[src/rtl/lis_pkg.sv]
// ----------------------------------------------------------------------------
// lis_pkg
// Types and constants shared by the line-marker include scanner modules.
// ----------------------------------------------------------------------------
package lis_pkg;

    // Result kinds
    localparam logic [1:0] KIND_SPAN    = 2'd0;
    localparam logic [1:0] KIND_OK      = 2'd1;
    localparam logic [1:0] KIND_CORRUPT = 2'd2;

    // Characters the scanner matches
    localparam logic [7:0] CH_HASH   = 8'h23;  // '#'
    localparam logic [7:0] CH_SPACE  = 8'h20;
    localparam logic [7:0] CH_QUOTE  = 8'h22;  // '"'
    localparam logic [7:0] CH_LT     = 8'h3C;  // '<'
    localparam logic [7:0] CH_ZERO   = 8'h30;
    localparam logic [7:0] CH_NINE   = 8'h39;
    localparam logic [7:0] CH_ONE    = 8'h31;
    localparam logic [7:0] CH_L      = 8'h6C;
    localparam logic [7:0] CH_I      = 8'h69;
    localparam logic [7:0] CH_N      = 8'h6E;
    localparam logic [7:0] CH_E      = 8'h65;
    localparam logic [7:0] CH_SLASH  = 8'h2F;
    localparam logic [7:0] CH_BSLASH = 8'h5C;
    localparam logic [7:0] CH_LF     = 8'h0A;
    localparam logic [7:0] CH_CR     = 8'h0D;

    // Depth of the queue between front and back
    localparam int QUEUE_DEPTH = 4;

    // Scan phases
    typedef enum logic [3:0] {
        PH_SEARCH,
        PH_HASH,
        PH_L_I,
        PH_L_N,
        PH_L_E,
        PH_L_SP,
        PH_DIGITS,
        PH_QUOTE,
        PH_PATH_FIRST,
        PH_PATH,
        PH_FLAG_SP,
        PH_FLAG_ONE
    } t_phase;

    // Input item
    typedef struct packed {
        logic [7:0] text_byte;
        logic       end_of_buffer;
    } t_in;

    // Result item
    typedef struct packed {
        logic [1:0]  result_kind;
        logic [31:0] path_start;
        logic [31:0] path_end;
        logic        last_of_run;
    } t_out;

    // All results caused by one byte, as queued between front and back
    typedef struct packed {
        logic        has_span;
        logic [31:0] span_start;
        logic [31:0] span_end;
        logic        has_done;
        logic [1:0]  done_kind;
    } t_rec;

endpackage

[src/rtl/lis_front.sv]
// ----------------------------------------------------------------------------
// lis_front
// Byte scanner: tracks the line-marker pattern and turns each accepted byte
// into a record of the results it causes.
// ----------------------------------------------------------------------------
module lis_front
    import lis_pkg::*;
#(
    parameter int POS_WIDTH = 32
) (
    input  logic i_clk,
    input  logic i_rst_n,
    input  logic i_accept,
    input  t_in  i_item,
    output logic o_push,
    output t_rec o_rec
);

    t_phase                 r_phase, n_phase;
    logic [7:0]             r_prev, n_prev;
    logic [POS_WIDTH-1:0]   r_pos, n_pos;
    logic [POS_WIDTH-1:0]   r_path_begin, n_path_begin;
    logic [POS_WIDTH-1:0]   r_quote_at, n_quote_at;
    logic                   r_flags, n_flags;

    logic                   retry;
    logic                   span;
    logic [POS_WIDTH-1:0]   span_s;
    logic [POS_WIDTH-1:0]   span_e;
    logic [POS_WIDTH-1:0]   begin_v;
    logic                   prev_slash;
    logic [7:0]             b;
    logic                   eob;
    logic                   path_open;
    logic [63:0]            s_ext;
    logic [63:0]            e_ext;

    assign b          = i_item.text_byte;
    assign eob        = i_item.end_of_buffer;
    assign prev_slash = (r_prev == CH_SLASH) || (r_prev == CH_BSLASH);

    // Next state of the scanner for the byte on the input
    always_comb begin
        n_phase      = r_phase;
        n_flags      = r_flags;
        n_path_begin = r_path_begin;
        n_quote_at   = r_quote_at;
        n_prev       = r_prev;
        n_pos        = r_pos;
        retry        = 1'b0;
        span         = 1'b0;
        span_s       = r_path_begin;
        span_e       = r_pos;
        begin_v      = r_path_begin;

        unique case (r_phase)
            PH_HASH: begin
                if (b == CH_SPACE)  n_phase = PH_DIGITS;
                else if (b == CH_L) n_phase = PH_L_I;
                else                retry = 1'b1;
            end
            PH_L_I: begin
                if (b == CH_I) n_phase = PH_L_N;
                else           retry = 1'b1;
            end
            PH_L_N: begin
                if (b == CH_N) n_phase = PH_L_E;
                else           retry = 1'b1;
            end
            PH_L_E: begin
                if (b == CH_E) n_phase = PH_L_SP;
                else           retry = 1'b1;
            end
            PH_L_SP: begin
                if (b == CH_SPACE) begin
                    n_flags = 1'b0;
                    n_phase = PH_DIGITS;
                end else begin
                    retry = 1'b1;
                end
            end
            PH_DIGITS: begin
                if (b >= CH_ZERO && b <= CH_NINE) n_phase = PH_DIGITS;
                else if (b == CH_SPACE)          n_phase = PH_QUOTE;
                else                              retry = 1'b1;
            end
            PH_QUOTE: begin
                if (b == CH_QUOTE) n_phase = PH_PATH_FIRST;
                else               retry = 1'b1;
            end
            PH_PATH_FIRST, PH_PATH: begin
                if (r_phase == PH_PATH_FIRST && b == CH_LT) begin
                    retry = 1'b1;
                end else begin
                    if (r_phase == PH_PATH_FIRST) begin
                        begin_v      = r_pos;
                        n_path_begin = r_pos;
                    end
                    if (b != CH_QUOTE) begin
                        n_phase = PH_PATH;
                    end else if (r_phase == PH_PATH && prev_slash) begin
                        // drop directory-like paths
                        n_phase = PH_SEARCH;
                    end else if (!r_flags) begin
                        span    = 1'b1;
                        span_s  = begin_v;
                        span_e  = r_pos;
                        n_phase = PH_SEARCH;
                    end else begin
                        n_quote_at = r_pos;
                        n_phase    = PH_FLAG_SP;
                    end
                end
            end
            PH_FLAG_SP: begin
                if (b == CH_SPACE) n_phase = PH_FLAG_ONE;
                else               retry = 1'b1;
            end
            PH_FLAG_ONE: begin
                if (b == CH_ONE) begin
                    span    = 1'b1;
                    span_s  = r_path_begin;
                    span_e  = r_quote_at;
                    n_phase = PH_SEARCH;
                end else begin
                    retry = 1'b1;
                end
            end
            default: retry = 1'b1;
        endcase

        // Rescan the breaking byte as a possible directive start
        if (retry) begin
            if (b == CH_HASH && (r_prev == CH_LF || r_prev == CH_CR)) n_phase = PH_HASH;
            else                                                      n_phase = PH_SEARCH;
        end

        path_open = (n_phase == PH_PATH) || (n_phase == PH_PATH_FIRST);

        // Return to reset state at buffer end, else advance the offset
        if (eob) begin
            n_phase      = PH_SEARCH;
            n_prev       = CH_LF;
            n_pos        = '0;
            n_path_begin = '0;
            n_quote_at   = '0;
            n_flags      = 1'b1;
        end else begin
            n_prev = b;
            if (r_pos != {POS_WIDTH{1'b1}}) n_pos = r_pos + 1'b1;
        end
    end

    // Keep the low 32 bits of the offsets
    assign s_ext = 64'(span_s);
    assign e_ext = 64'(span_e);

    always_comb begin
        o_rec.has_span   = span;
        o_rec.span_start = s_ext[31:0];
        o_rec.span_end   = e_ext[31:0];
        o_rec.has_done   = eob;
        o_rec.done_kind  = path_open ? KIND_CORRUPT : KIND_OK;
    end

    assign o_push = i_accept && (span || eob);

    // Scanner state
    always_ff @(posedge i_clk) begin
        if (!i_rst_n) begin
            r_phase      <= PH_SEARCH;
            r_prev       <= CH_LF;
            r_pos        <= '0;
            r_path_begin <= '0;
            r_quote_at   <= '0;
            r_flags      <= 1'b1;
        end else if (i_accept) begin
            r_phase      <= n_phase;
            r_prev       <= n_prev;
            r_pos        <= n_pos;
            r_path_begin <= n_path_begin;
            r_quote_at   <= n_quote_at;
            r_flags      <= n_flags;
        end
    end

endmodule

[src/rtl/lis_queue.sv]
// ----------------------------------------------------------------------------
// lis_queue
// Short record queue between the scanner and the result sequencer.
// ----------------------------------------------------------------------------
module lis_queue
    import lis_pkg::*;
(
    input  logic i_clk,
    input  logic i_rst_n,
    input  logic i_push,
    input  t_rec i_rec,
    input  logic i_pop,
    output t_rec o_rec,
    output logic o_empty,
    output logic o_full
);

    localparam int AW = $clog2(QUEUE_DEPTH);

    t_rec            r_mem [QUEUE_DEPTH];
    logic [AW-1:0]   r_wr, n_wr;
    logic [AW-1:0]   r_rd, n_rd;
    logic [AW:0]     r_count, n_count;
    logic            do_push;
    logic            do_pop;

    assign o_empty = (r_count == '0);
    assign o_full  = (r_count == (AW+1)'(QUEUE_DEPTH));
    assign do_push = i_push && !o_full;
    assign do_pop  = i_pop && !o_empty;
    assign o_rec   = r_mem[r_rd];

    // Advance pointers and occupancy
    always_comb begin
        n_wr    = do_push ? AW'(r_wr + 1'b1) : r_wr;
        n_rd    = do_pop  ? AW'(r_rd + 1'b1) : r_rd;
        n_count = r_count;
        if (do_push && !do_pop)      n_count = r_count + 1'b1;
        else if (!do_push && do_pop) n_count = r_count - 1'b1;
    end

    always_ff @(posedge i_clk) begin
        if (!i_rst_n) begin
            r_wr    <= '0;
            r_rd    <= '0;
            r_count <= '0;
        end else begin
            r_wr    <= n_wr;
            r_rd    <= n_rd;
            r_count <= n_count;
        end
    end

    // Store records
    always_ff @(posedge i_clk) begin
        if (do_push) r_mem[r_wr] <= i_rec;
    end

endmodule

[src/rtl/lis_back.sv]
// ----------------------------------------------------------------------------
// lis_back
// Result sequencer: holds one record and hands out its span and buffer-done
// results, one transfer per cycle while records are queued and the receiver is ready.
// ----------------------------------------------------------------------------
module lis_back
    import lis_pkg::*;
(
    input  logic i_clk,
    input  logic i_rst_n,
    input  t_rec i_rec,
    input  logic i_empty,
    output logic o_pop,
    output logic o_valid,
    input  logic i_ready,
    output t_out o_data
);

    t_rec r_rec;
    logic r_valid, n_valid;
    logic r_second, n_second;
    logic show_span;
    logic final_res;

    // Span goes first when the record holds one
    assign show_span = r_rec.has_span && !r_second;
    assign final_res = !(show_span && r_rec.has_done);

    always_comb begin
        if (show_span) begin
            o_data.result_kind = KIND_SPAN;
            o_data.path_start  = r_rec.span_start;
            o_data.path_end    = r_rec.span_end;
            o_data.last_of_run = !r_rec.has_done;
        end else begin
            o_data.result_kind = r_rec.done_kind;
            o_data.path_start  = '0;
            o_data.path_end    = '0;
            o_data.last_of_run = 1'b1;
        end
    end

    assign o_valid = r_valid;
    assign o_pop   = !i_empty && (!r_valid || (i_ready && final_res));

    // Load a new record or step to its second result
    always_comb begin
        n_valid  = r_valid;
        n_second = r_second;
        if (o_pop) begin
            n_valid  = 1'b1;
            n_second = 1'b0;
        end else if (r_valid && i_ready) begin
            if (final_res) begin
                n_valid = 1'b0;
            end else begin
                n_second = 1'b1;
            end
        end
    end

    always_ff @(posedge i_clk) begin
        if (!i_rst_n) begin
            r_valid  <= 1'b0;
            r_second <= 1'b0;
        end else begin
            r_valid  <= n_valid;
            r_second <= n_second;
        end
    end

    always_ff @(posedge i_clk) begin
        if (o_pop) r_rec <= i_rec;
    end

endmodule

[src/rtl/linemarker_include_scanner.sv]
// Line-marker include scanner. Takes one byte of preprocessed output per
// cycle and reports the byte offsets of include paths named in line markers
// ("# N "path" 1" or "#line N "path""), plus a buffer-done result (ok, or
// corrupt when a path quote is still open) on each end_of_buffer byte. A byte
// is taken every cycle while the four-record queue between the scanner and
// the result sequencer has room; a byte that closes a span on the buffer's
// last byte needs two output transfers, and results leave one per cycle, so
// the input stalls only when results pile up faster than one per cycle or
// the output side holds off. Results pass the queue and sequencer registers.
// ----------------------------------------------------------------------------
// linemarker_include_scanner
// Top level: scanner front, record queue and result sequencer.
// ----------------------------------------------------------------------------
module linemarker_include_scanner
    import lis_pkg::*;
#(
    parameter int POS_WIDTH = 32
) (
    input  logic i_clk,
    input  logic i_rst_n,
    input  logic i_in_valid,
    output logic o_in_ready,
    input  t_in  i_in_data,
    output logic o_out_valid,
    input  logic i_out_ready,
    output t_out o_out_data
);

    logic accept;
    logic push;
    logic pop;
    logic empty;
    logic full;
    t_rec front_rec;
    t_rec queue_rec;

    // Take a byte whenever the queue can hold its record
    assign o_in_ready = !full;
    assign accept     = i_in_valid && !full;

    lis_front #(
        .POS_WIDTH (POS_WIDTH)
    ) u_front (
        .i_clk    (i_clk),
        .i_rst_n  (i_rst_n),
        .i_accept (accept),
        .i_item   (i_in_data),
        .o_push   (push),
        .o_rec    (front_rec)
    );

    lis_queue u_queue (
        .i_clk   (i_clk),
        .i_rst_n (i_rst_n),
        .i_push  (push),
        .i_rec   (front_rec),
        .i_pop   (pop),
        .o_rec   (queue_rec),
        .o_empty (empty),
        .o_full  (full)
    );

    lis_back u_back (
        .i_clk   (i_clk),
        .i_rst_n (i_rst_n),
        .i_rec   (queue_rec),
        .i_empty (empty),
        .o_pop   (pop),
        .o_valid (o_out_valid),
        .i_ready (i_out_ready),
        .o_data  (o_out_data)
    );

endmodule

[config.mk]
export PLATFORM = sky130hd
export DESIGN_NAME = linemarker_include_scanner
export DESIGN_NICKNAME = d
export VERILOG_FILES = /design/src/rtl/lis_pkg.sv /design/src/rtl/lis_front.sv /design/src/rtl/lis_queue.sv /design/src/rtl/lis_back.sv /design/src/rtl/linemarker_include_scanner.sv
export SDC_FILE = /design/constraint.sdc
export NUM_CORES = 1
export LEC_CHECK = 0
export BUFFER_PORTS_ARGS = -buffer_cell sky130_fd_sc_hd__buf_4
export CORE_AREA = 2 2 233 235
export CTS_CLUSTER_SIZE = 20
export DETAILED_ROUTE_END_ITERATION = 12
export DIE_AREA = 0 0 235 237
export PLACE_DENSITY = 0.53
export SKIP_LAST_GASP = 1
export SYNTH_ARGS = -nofsm -noshare
export SYNTH_HDL_FRONTEND = slang
export SYNTH_SLANG_ARGS = --single-unit
[constraint.sdc]
create_clock -name i_clk -period 5.85 [get_ports i_clk]
set_clock_uncertainty 0.1 [all_clocks]
set_input_delay 0.8775 -clock i_clk [delete_from_list [all_inputs] [get_ports i_clk]]
set_output_delay 0.8775 -clock i_clk [all_outputs]
set_load 0.03 [all_outputs]
==> Yosys cells after proc, flatten, opt, wreduce, memory -nomap -nowiden <==
Memory sizes are Yosys's and may differ from the RTL's. A register that Yosys moved wholly into a read port is not among the register bits.
Index checks and enable logic that the tools add are counted.
{ "op_classes": {"add_sub_neg": 5, "magnitude_cmp": 2, "eq_ne": 33, "mux": 68, "n_bitwise": 1, "n_reduce_logical": 45} }
{ "ops": {"columns": ["op", "n"], "rows": [
  ["$mux W32", 19],
  ["$mux W4", 17],
  ["$mux W67", 1],
  ["$eq A8 B6 Y1 const B", 6],
  ["$eq A8 B7 Y1 const B", 5],
  ["$pmux W4 S10", 1],
  ["$add A32 B1 Y32 const B", 1],
  ["$ne A32 B32 Y1 const B", 1],
  ["$eq A4 B4 Y1 const B", 6],
  ["$mux W1", 24],
  ["$eq A4 B3 Y1 const B", 4],
  ["$eq A8 B4 Y1 const B", 2],
  ["$logic_and A1 B1 Y1", 15],
  ["$reduce_bool A2 Y1", 7],
  ["$pmux W1 S9", 1],
  ["$eq A4 B2 Y1 const B", 2],
  ["$ge A8 B6 Y1 const B", 1],
  ["$le A8 B6 Y1 const B", 1],
  ["$logic_not A1 Y1", 8],
  ["$mux W8", 1],
  ["$ne A2 B2 Y1 const B", 4],
  ["$ne A8 B6 Y1 const B", 1],
  ["$mux W3", 2],
  ["$reduce_and A2 Y1", 3],
  ["13 further kinds", 21]
]} }
{ "word_totals": {"register_bits": 118, "ram_bits": 272, "in_bits": 13, "mem_count": 1} }
{ "mem_list": {"columns": ["memory", "words", "word_bits", "rd", "rd_ports_with_merged_regs", "wr", "line_no", "text"], "rows": [
  ["u_queue.r_mem", 4, 68, 1, 1, 1, "lis_queue.sv:20", "t_rec r_mem [QUEUE_DEPTH];"]
]} }

==> Longest topological paths before layout <==
Gate-level depths: netlist (run 1).
{ "logic_depth": {"depth_word": 14, "ltp_mapped": 11} }

==> Modules after synthesis <==
A second synthesis (run 1) with hierarchy kept.
{ "unflattened": {"cells_unflattened": 1177, "area_unflattened_um2": 18607.8} }
{ "modules_own_cells": {"columns": ["mod", "n_inst", "cells_per_inst", "area_each_um2", "seq_area_each_um2"], "rows": [
  ["lis_queue", 1, 404, 10307.4, 8348.0],
  ["lis_front", 1, 616, 5662.9, 2182.1],
  ["lis_back", 1, 155, 2627.5, 2082.0],
  ["linemarker_include_scanner", 1, 2, 10.0, 0.0]
]} }

==> Least setup slack after synthesis (run 1) <==
OpenSTA, ideal clock, no wires.
{ "synth_timing": {"kind": "input -> register", "start": "in i_out_ready", "end": "reg u_queue.r_count[2]", "t_arrival_ns": 5.208, "t_required_ns": 5.674, "setup_slack_ns": 0.467, "path_stages": 9, "n_path_buf": 0, "cell_sequence": "a21boi_0 > nor2_1 > inv_1 > ha_1 > inv_1 > fa_1 > xor2_1 > or3_1 > a21boi_0"} }
{ "synth_via": {"elab_chain_len": 7} }
{ "synth_lines": {"columns": ["element", "line_no", "text"], "rows": [
  ["start, declared", "linemarker_include_scanner.sv:25", "input logic i_out_ready,"],
  ["$logic_and A1 B1 Y1 *", "lis_back.sv:44", "assign o_pop = !i_empty && (!r_valid || (i_ready && final_res));"],
  ["$logic_or A1 B1 Y1 *", "lis_back.sv:44", null],
  ["$logic_and A1 B1 Y1 *", "lis_back.sv:44", null],
  ["named net pop", "linemarker_include_scanner.sv:31", "logic pop;"],
  ["$logic_and A1 B1 Y1 *", "lis_queue.sv:30", "assign do_pop = i_pop && !o_empty;"],
  ["$logic_not A1 Y1", "lis_queue.sv:38", "if (do_push && !do_pop) n_count = r_count + 1'b1;"],
  ["$logic_and A1 B1 Y1", "lis_queue.sv:38", null],
  ["$mux W3 or $reduce_bool A2 Y1 (tied branches)", null, null],
  ["end signal, assigned", "lis_queue.sv:50", "r_count <= n_count;"],
  ["end, declared", "lis_queue.sv:23", "logic [AW:0] r_count, n_count;"]
]} }
Mark *: on every way through the listed nets, which the timed path passes. The rest lies on a longest branch.
A chain may end at the register's enable or synchronous reset.

==> results of run 1 <==
[layer usage]
layer | wire length (um) | vias up
met3 | 1490 | 62
met1 | 17900 | 5065
met5 | 0 | -
met4 | 837 | 0
li1 | - | 4610
met2 | 18900 | 180
[flip-flops by register name, indices dropped and copies added (netlist names)]
name and count:
u_queue.r_mem 272, u_back.r_rec 68, u_front.r_path_begin 32, u_front.r_pos 32
u_front.r_quote_at 32, u_front.r_prev 8, u_front.r_phase 4, u_queue.r_count 3
u_queue.r_rd 2, u_queue.r_wr 2, u_back.o_valid 1, u_back.r_second 1
u_front.r_flags 1
[layout make-up]
class                           instances  area, sq um
Clock buffer                           68         1390
Clock inverter                         24          219
Fill cell                            4868        31900
Inverter                                9         33.8
Multi-Input combinational cell        617         5530
Sequential cell                       458        12600
Tap cell                              696          871
Timing Repair Buffer                   96          733
[kinds of logic (layout without fill, tap and decap cells)]
kind of cell | Yosys count | in the layout | share of synthesized area
mux | 134 | 134 | 0.123
xor+xnor | 33 | 33 | 0.0157
simple gates | 318 | 318 | 0.102
flops | 458 | 458 | 0.681
compound gates | 125 | 125 | 0.0515
buf+inv | 90 | 197 | 0.0216
fa+ha+maj | 7 | 7 | 0.00515
[worst paths after layout]
check,slack [ps],depth (start not counted),to
setup / recovery,2220,7,u_queue.r_mem[0][64]
hold / removal,370,2,u_front.r_prev[7]
setup reg to reg,2220,7,u_queue.r_mem[0][64]
hold reg to reg,370,2,u_front.r_prev[7]
[worst max-delay path, stage by stage, from the launching register on]
cell	delay [ps]
sky130_fd_sc_hd__dfxtp_1	640
sky130_fd_sc_hd__and2b_1	270
sky130_fd_sc_hd__nand2b_1	90
sky130_fd_sc_hd__a21oi_1	260
sky130_fd_sc_hd__nand3_1	210
sky130_fd_sc_hd__nor3_4	900
sky130_fd_sc_hd__buf_4	450
sky130_fd_sc_hd__mux2_1	410
[through the flow]
stage | util | setup WS, ps | cells | total power (W) | cell area [sq um]
finish | 0.401 | 2220 | 1968 | 0.00926 | 21400
global route | 0.401 | 2020 | 1968 | 0.00969 | 21400
CTS | 0.401 | 2210 | 1968 | 0.00943 | 21400
detailed placement | 0.371 | 1760 | 1876 | 0.00634 | 19700
floorplan | - | 467 | 1165 | 0.00556 | 18500
global placement | 0.371 | 1820 | 1876 | 0.00633 | 19700
[power by group through the flow]
stage / registers [W] / clock network (W) / logic, W
after floorplan: 0.00411 / 0 / 0.00144
after global placement: 0.00421 / 0 / 0.00211
after detailed placement: 0.00422 / 0 / 0.00212
after CTS: 0.00415 / 0.00315 / 0.00213
after global routing: 0.00418 / 0.00330 / 0.00222
final: 0.00413 / 0.00306 / 0.00206
[Yosys cell counts (26+ instances only)]
cell type,count
sky130_fd_sc_hd__nand3_1,26
sky130_fd_sc_hd__mux4_2,68
sky130_fd_sc_hd__nor2b_1,48
sky130_fd_sc_hd__clkbuf_1,38
sky130_fd_sc_hd__mux2_2,56
sky130_fd_sc_hd__a22o_1,33
sky130_fd_sc_hd__buf_2,32
sky130_fd_sc_hd__nand2_1,35
sky130_fd_sc_hd__and2_1,77
sky130_fd_sc_hd__edfxtp_1,340
sky130_fd_sc_hd__dfxtp_1,118
sky130_fd_sc_hd__a22oi_1,32
sky130_fd_sc_hd__nor2_1,44
==> metrics.csv, run 1 <==
metric,value,unit
outcome,"complete, no violations",
dr.pass1.iters,5,
total_switching_power,0.00268,W
internal_power,0.00658,W
synth-edff-count,340,
cts.clk_slew.worst_paths,60,ps
cts_hold_repair.buffers,0,
report.final.setup_viol,0,
antenna_cells,0,
yosysTopAreaCell,sky130_fd_sc_hd__edfxtp_1,
min_period_over_period,0.621,
total_leakage_power,7.17,nW
ys_seq_area_frac,0.681,
numCtsBuffers,49,
setup_tns,0,ps
synth-async-reset-ratio,0,
synth_cells,1165,
cp_max_fo,17,
worst_ir_drop_vdd,0.241,mV
finalWeightedCongestion,0.771,
dr.first_iter.drc_count,635,
holdWs,372,ps
timing_hold_violations_final,0,
synth.cell_area,0.0185,sq mm
cts_tree,yes,
number_of_levels_the_h_tree_was_split_into,2,
remaining_drc_errors,0,
global_route_met1_usage,0.188,
worst_setup_path_startpoint,u_front.r_phase[3],
power_per_cell_area,433,mW/mm^2
synth.ff_latch_count,458,
globalRouteMet3Util,0.0267,
hold_class,reg -> reg,
setup_repair_after_global_routing_missed_its_margin,no,
routed-via-count,9917,
antenna_found_initial,0,
worst_r2r_startpoint,u_front.r_phase[3],
maximum_number_of_pins_on_one_net_before_global_route_repair,69,
post_cts.repair.setup_buffers,0,
clkSinkCount,458,
final_max_slew_viol_count,0,
postRouteWirelength,39100,um
detail-route-antenna-nets,0,
most_common_cell_after_layout_fill_and_taps_aside,sky130_fd_sc_hd__edfxtp_1,
overflow,0,
syn_area_per_cell,15.8,sq um
worst_case_headroom_to_the_max_slew_limit,0.228,
synth_top_cell_area_share,0.553,
die_w,235,um
timing.critical_path.to_type,register,
first_global_vias,10300,
relative_contribution_of_the_clock_network_to_total_power,0.331,
finalNetCount,1251,
yosysWarningCount,0,
layout_min_cycle_time,3630,ps
chipHeight,237,um
number_of_max_capacitance_violations_reported,0,
yosysUniqueCellTypes,73,
most_frequent_cells_in_the_layout,"sky130_fd_sc_hd__edfxtp_1 (340), sky130_fd_sc_hd__dfxtp_1 (116), sky130_fd_sc_hd__buf_4 (95)",
drive_gt1_frac,0.256,
num_io_pins,82,
area.growth.synth_to_final,15.7,%
grt_most_used_layer,met2,
synth.net_count,1185,
wl_per_cell,19.9,um
hold_path_startpoint,u_front.r_prev[7],
ctsLongestPathBuffers,3,
yosys_most_used_dff,sky130_fd_sc_hd__edfxtp_1,
viasPerCell,5.04,
setup.worst_path.start_class,register,
rows,85,
cts_root_buffer,sky130_fd_sc_hd__clkbuf_16,
power.switching_fraction,0.289,
place.detailed.hpwl,22100,um
groute.usage.overall,0.141,
core_area,0.0533,sq mm
required,6060,ps
tightestPinTransition,1160,ps
achievable-frequency,275,MHz
post_cts.resized_instances,0,
power.share.sequential,0.447,
design.die.area,0.0557,sq mm
worst_skew_pair.late_latency,580,ps
yosys-top-cells-area,"sky130_fd_sc_hd__edfxtp_1 (55%), sky130_fd_sc_hd__dfxtp_1 (13%), sky130_fd_sc_hd__mux4_2 (8.3%), sky130_fd_sc_hd__mux2_2 (3.4%), sky130_fd_sc_hd__and2_1 (2.6%)",
cp_data_arrival_time,3840,ps
initial_utilization,0.346,
power_frac_comb,0.223,
globalRouteMet2Util,0.236,
grt_first_pass_wirelength,61300,um
port-buffer-count,81,
timing.setup.critical_path_class,reg -> reg,
No activity file was read; power rests on OpenSTA's default activity.
==> run 2, diff against run 1 <==
ABC_AREA = 1   (was unset)
CORE_AREA = 2 2 240 242   (was 2 2 233 235)
DIE_AREA = 0 0 242 244   (was 0 0 235 237)
clock period = 3.7 ns   (was 5.85 ns; I/O delays follow)
==> metrics.csv, run 2 <==
metric,value,unit,change
outcome,"complete, no violations",,
ys_seq_area_frac,0.642,,-0.0388
synth_most_common_cell,sky130_fd_sc_hd__edfxtp_1,,
synth.ff_latch_count,458,,unchanged
report.final.setup_viol,0,,unchanged
rows,87,,+2.4%
cts_hold_repair.buffers,0,,unchanged
most_frequent_cells_in_the_layout,"sky130_fd_sc_hd__edfxtp_1 (340), sky130_fd_sc_hd__nor2_1 (307), sky130_fd_sc_hd__nand2_1 (278)",,
synth_top_cell_area_share,0.522,,-0.0315
finalNetCount,2032,,+62%
yosysWarningCount,0,,unchanged
number_of_levels_the_h_tree_was_split_into,2,,unchanged
dr.first_iter.drc_count,989,,+56%
timing.critical_path.to_type,primary output,,
wl_per_cell,16.8,um,-16%
remaining_drc_errors,0,,unchanged
area.growth.synth_to_final,16.4,%,
final_core_utilization,0.406,,+0.00484
most_common_cell_after_layout_fill_and_taps_aside,sky130_fd_sc_hd__edfxtp_1,,
clkSinkCount,458,,unchanged
number_of_max_capacitance_violations_reported,0,,unchanged
synth-edff-count,340,,unchanged
reg_top3,"u_queue.r_mem (272), u_back.r_rec (68)",,
groute.usage.overall,0.158,,+0.0170
achievable-frequency,336,MHz,
num_io_pins,82,,unchanged
core_area,0.0562,sq mm,+5.4%
antenna_found_initial,0,,unchanged
worst_case_headroom_to_the_max_slew_limit,0.316,,+0.0884
antenna_cells,0,,unchanged
yosys-top-cells-area,"sky130_fd_sc_hd__edfxtp_1 (52%), sky130_fd_sc_hd__dfxtp_1 (12%), sky130_fd_sc_hd__nor2_1 (5.9%), sky130_fd_sc_hd__nand2_1 (5.3%), sky130_fd_sc_hd__o21ai_0 (5.0%)",,
total_leakage_power,8.43,nW,+18%
cts_tree,yes,,
place.detailed.hpwl,29400,um,+33%
cp_cell_sequence,"inv_1, nor2_1, inv_2, buf_4, nor2_1, buf_4",,
fin_area,0.0228,sq mm,+6.7%
numCtsBuffers,49,,unchanged
worst_path_max_delay_cell,sky130_fd_sc_hd__buf_4,,
routed-via-count,13700,,+38%
synth-async-reset-ratio,0,,unchanged
required,3040,ps,-3020 ps
cp_max_fo,41,,+24
viasPerCell,4.89,,-2.9%
synth_cells,1950,,+67%
tightestPinTransition,1030,ps,-130 ps
synth.cell_area,0.0196,sq mm,+6.0%
setup_tns,0,ps,unchanged
worst_skew_pair.late_latency,570,ps,about the same
die_w,242,um,+3.0%
detailed_place.area,0.0211,sq mm,+7.1%
max_flop_register,u_queue.r_mem,,
synth.net_count,1970,,+66%
finalWeightedCongestion,0.871,,+13%
hold_class,in -> reg,,
cp.buffers_inverters,4,,+3
detail-route-antenna-nets,0,,unchanged
number_of_flip_flops_under_the_largest_register_name,272,,unchanged
drive_gt1_frac,0.133,,-0.122
power_per_cell_area,682,mW/mm^2,+57%
n_fill_cell,5447,,+12%
setup_repair_after_global_routing_missed_its_margin,no,,
chipHeight,244,um,+3.0%
maximum_number_of_pins_on_one_net_before_global_route_repair,85,,+23%
overflow,0,,unchanged
worst_ir_drop_vdd,0.536,mV,+120%
post_cts.repair.setup_buffers,0,,unchanged
grt_first_pass_wirelength,74700,um,+22%
yosys_most_used_dff,sky130_fd_sc_hd__edfxtp_1,,
postRouteWirelength,47100,um,+20%
design.die.area,0.0590,sq mm,+6.0%
first_global_vias,13500,,+31%
cpLargestDelayFamily,buffers and inverters,,
timing.setup.critical_path_class,reg -> out,,
timing_hold_violations_final,0,,unchanged
syn_area_per_cell,10.0,sq um,-37%
cts.clk_slew.worst_paths,60,ps,about the same
timing.critical_path.slowest_cell_delay,510,ps,-390 ps
yosysTopAreaCell,sky130_fd_sc_hd__edfxtp_1,,
report.power.total,0.0155,W,+68%
final_max_slew_viol_count,0,,unchanged
dr.pass1.iters,5,,unchanged
initial_utilization,0.348,,+0.00205
yosysUniqueCellTypes,46,,-37%
layout_min_cycle_time,2970,ps,
setup.worst_path.start_class,register,,
cp_data_arrival_time,2320,ps,-1520 ps
cts_root_buffer,sky130_fd_sc_hd__clkbuf_16,,
min_period_over_period,0.804,,
post_cts.resized_instances,0,,unchanged
ys_top_cells_by_count,"sky130_fd_sc_hd__edfxtp_1 (340), sky130_fd_sc_hd__nor2_1 (309), sky130_fd_sc_hd__nand2_1 (278)",,
ctsLongestPathBuffers,3,,unchanged
port-buffer-count,81,,unchanged
==> run 2: through the flow <==
stage               hold WS [ps]  std cells  setup slack, ps
floorplan                    340       1950             -363
global placement             348       2717              443
detailed placement           354       2717              435
CTS                          116       2808              580
global route                 128       2808              437
finish                       149       2808              725
==> run 2: path summary, 6_finish.rpt <==
check	slack (ps)	endpoint	startpoint	depth (start not counted)
setup reg to reg	830	u_queue.r_count[2]	u_front.r_phase[1]	17
hold / removal	150	u_front.r_prev[1]	i_rst_n	2
setup / recovery	730	o_out_data[59]	u_back.r_rec[67]	6
hold reg to reg	360	u_front.r_path_begin[12]	u_front.r_path_begin[12]	2
==> run 2: power breakdown <==
part           internal, W  switching [W]  total, W
logic              0.00116        0.00287   0.00403
clock network      0.00302        0.00197   0.00499
registers          0.00632       0.000203   0.00653
total               0.0105        0.00504    0.0155
==> run 2: logic make-up after synthesis <==
family                   count (synthesis)  share of synthesized area
buffers and inverters                  300                     0.0611
AND/OR/NAND/NOR                        733                      0.158
multiplexers                            33                     0.0189
flip-flops                             458                      0.642
AO/OA/AOI/OAI                          413                      0.112
XOR/XNOR                                 6                    0.00269
adder cells (fa/ha/maj)                  7                    0.00486
==> run 2: cell type report <==
type / instances / area [sq um] / area share
Clock buffer: 62 / 1330 / 0.0583
Clock inverter: 29 / 314 / 0.0138
Inverter: 195 / 736 / 0.0323
Sequential cell: 458 / 12600 / 0.552
Timing Repair Buffer: 116 / 1020 / 0.0448
Tap cell: 756 / 946 / 0.0415
Multi-Input combinational cell: 1192 / 5860 / 0.257
==> run 2: per-layer routing <==
metal  wire [um]  part of all wire  track usage  vias up
met2       23500              0.50        0.279      223
met4         844             0.018       0.0396        0
met5           0                 0            0        -
li1            -                 -            -     6780
met1       21100              0.45        0.203     6669
met3        1660             0.035       0.0247       62
==> run 3, diff against run 2 <==
ABC_AREA = 0   (was 1)
CORE_AREA = 2 2 233 235   (was 2 2 240 242)
DIE_AREA = 0 0 235 237   (was 0 0 242 244)
clock period = 2.75 ns   (was 3.7 ns; I/O delays follow)
==> metrics.csv, run 3 (synthesis results as in run 1) <==
metric,value,unit,change
outcome,"complete, no violations",,
timing_hold_violations_final,0,,unchanged
number_of_levels_the_h_tree_was_split_into,2,,unchanged
cts_hold_repair.buffers,0,,unchanged
num_io_pins,82,,unchanged
chipHeight,237,um,-2.9%
final_core_utilization,0.412,,+0.00601
numCtsBuffers,48,,-2.0%
number_of_flip_flops_under_the_largest_register_name,272,,unchanged
setup_repair_after_global_routing_missed_its_margin,yes,,
total_switching_power,0.00568,W,+12%
dr.first_iter.drc_count,597,,-40%
final_max_slew_viol_count,0,,unchanged
hold_class,in -> reg,,
power_per_cell_area,894,mW/mm^2,+31%
viasPerCell,5.02,,+2.6%
grt_first_pass_wirelength,63300,um,-15%
finalWeightedCongestion,0.788,,-9.5%
rows,85,,-2.3%
power.switching_fraction,0.290,,-0.0350
relative_contribution_of_the_clock_network_to_total_power,0.314,,-0.007
cts_root_buffer,sky130_fd_sc_hd__clkbuf_16,,
wl_per_cell,20.0,um,+19%
maximum_number_of_pins_on_one_net_before_global_route_repair,71,,-16%
cp_data_arrival_time,3120,ps,+800 ps
cts.clk_slew.worst_paths,60,ps,about the same
most_common_cell_after_layout_fill_and_taps_aside,sky130_fd_sc_hd__edfxtp_1,,
layout_min_cycle_time,2710,ps,
tightestPinTransition,598,ps,-428 ps
cp_cell_sequence,"and3_4, a22o_4, a2111o_1, a31oi_4, ha_4, inv_2, fa_2, xor2_1, or3_1, a21boi_1",,
routed-via-count,10100,,-27%
timing.critical_path.slowest_cell_delay,460,ps,-50 ps
first_global_vias,10500,,-22%
reg2reg_setup_slack,40,ps,-790 ps
required,3160,ps,+120 ps
clkSinkCount,458,,unchanged
area.growth.synth_to_final,18.8,%,
worst_ir_drop_vdd,0.586,mV,+9.4%
setup_tns,0,ps,unchanged
total_leakage_power,7.44,nW,-12%
detail-route-antenna-nets,0,,unchanged
achievable-frequency,369,MHz,
report.final.setup_viol,0,,unchanged
postRouteWirelength,40200,um,-15%
n_fill_cell,4817,,-12%
drive_gt1_frac,0.284,,+0.151
worst-r2r-cell-count,10,,-7
port-buffer-count,81,,unchanged
cp_max_fo,4,,-90%
design.die.area,0.0557,sq mm,-5.7%
most_frequent_cells_in_the_layout,"sky130_fd_sc_hd__edfxtp_1 (340), sky130_fd_sc_hd__buf_4 (115), sky130_fd_sc_hd__dfxtp_1 (115)",,
initial_utilization,0.346,,-0.00205
timing.critical_path.to_type,register,,
worst_case_headroom_to_the_max_slew_limit,0.597,,+0.280
power.share.sequential,0.443,,+0.023
worst_hold_path.num_cells,3,,+1
antenna_found_initial,0,,unchanged
hold_path_startpoint,i_out_ready,,
setup.worst_path.start_class,register,,
rr_endpoint,u_queue.r_count[2],,
antenna_cells,0,,unchanged
die_w,235,um,-2.9%
max_flop_register,u_queue.r_mem,,
core_area,0.0533,sq mm,-5.1%
hold-path-endpoint,u_back.r_second,,
worst_path_max_delay_cell,sky130_fd_sc_hd__a2111o_1,,
finalNetCount,1295,,-36%
min_period_over_period,0.985,,
reg_top3,"u_queue.r_mem (272), u_back.r_rec (68)",,
groute.usage.overall,0.146,,-0.0121
number_of_max_capacitance_violations_reported,0,,unchanged
cts_tree,yes,,
worst_skew_pair.late_latency,580,ps,about the same
power_frac_comb,0.243,,-0.016
place.detailed.hpwl,24100,um,-18%
remaining_drc_errors,0,,unchanged
ctsLongestPathBuffers,3,,unchanged
timing.setup.critical_path_class,reg -> reg,,
worst_r2r_startpoint,u_front.r_prev[5],,
dr.pass1.iters,5,,unchanged
internal_power,0.0139,W,+33%
overflow,0,,unchanged
[run 3: power by group through the flow]
stage	sequential, W	combinational [W]	clock, W
6_report	0.00868	0.00476	0.00615
5_1_grt	0.00877	0.00511	0.00663
4_1_cts	0.00870	0.00491	0.00637
3_5_place_dp	0.00884	0.00489	0
3_3_place_gp	0.00883	0.00489	0
2_1_floorplan	0.00870	0.00311	0
[run 3: worst max-delay path by stage]
stage / from / endpoint / slack, ps / cells past startpoint
after floorplan: i_in_data[4] / u_queue.r_mem[0][0] / -330 / 6
after global placement: i_in_data[5] / u_queue.r_count[2] / -230 / 11
after detailed placement: i_in_data[5] / u_queue.r_count[2] / -220 / 11
after CTS: u_front.r_prev[5] / u_queue.r_count[2] / 20 / 10
after global routing: u_front.r_prev[5] / u_queue.r_count[2] / -5 / 10
final: u_front.r_prev[5] / u_queue.r_count[2] / 40 / 10
[run 3: final cells by class]
class | count | area [sq um] | area share
clock buffer | 65 | 1360 | 0.0618
inverter | 9 | 33.8 | 0.00154
tap | 696 | 871 | 0.0397
timing repair buffer | 141 | 1380 | 0.0631
multi-input combinational | 617 | 5560 | 0.253
sequential | 458 | 12600 | 0.574
clock inverter | 24 | 153 | 0.00696
[run 3: per-stage QoR]
stage | power [W] | cells | worst slack [ps] | cell area [sq um] | hold slack [ps]
6_report | 0.0196 | 2010 | 40.1 | 21900 | 60.6
2_1_floorplan | 0.0118 | 1165 | -332 | 18500 | 341
3_3_place_gp | 0.0137 | 1920 | -227 | 20400 | 357
3_5_place_dp | 0.0137 | 1920 | -224 | 20400 | 360
5_1_grt | 0.0205 | 2010 | -4.77 | 21900 | 45.6
4_1_cts | 0.0200 | 2009 | 19.4 | 21900 | 23.7
[run 3: critical path, delay by kind of cell, from the launching register on]
kind,cells,cell delay (ps)
fa+ha+maj,2,480
buf+inv,1,30
simple gates,2,480
xor+xnor,1,150
compound gates,4,1040
flops,1,350
[run 3: routing by layer]
layer	wire, um	GRT usage	vias up
met5	0	0	-
met4	893	0.0412	0
met3	1600	0.0281	62
met2	19600	0.243	198
met1	18000	0.195	5120
li1	-	-	4708
[run 3: what timing repair did]
action,4_1_cts,5_1_grt
resized for setup,0,4
setup buffers,0,1
setup endpoints to repair,0,1
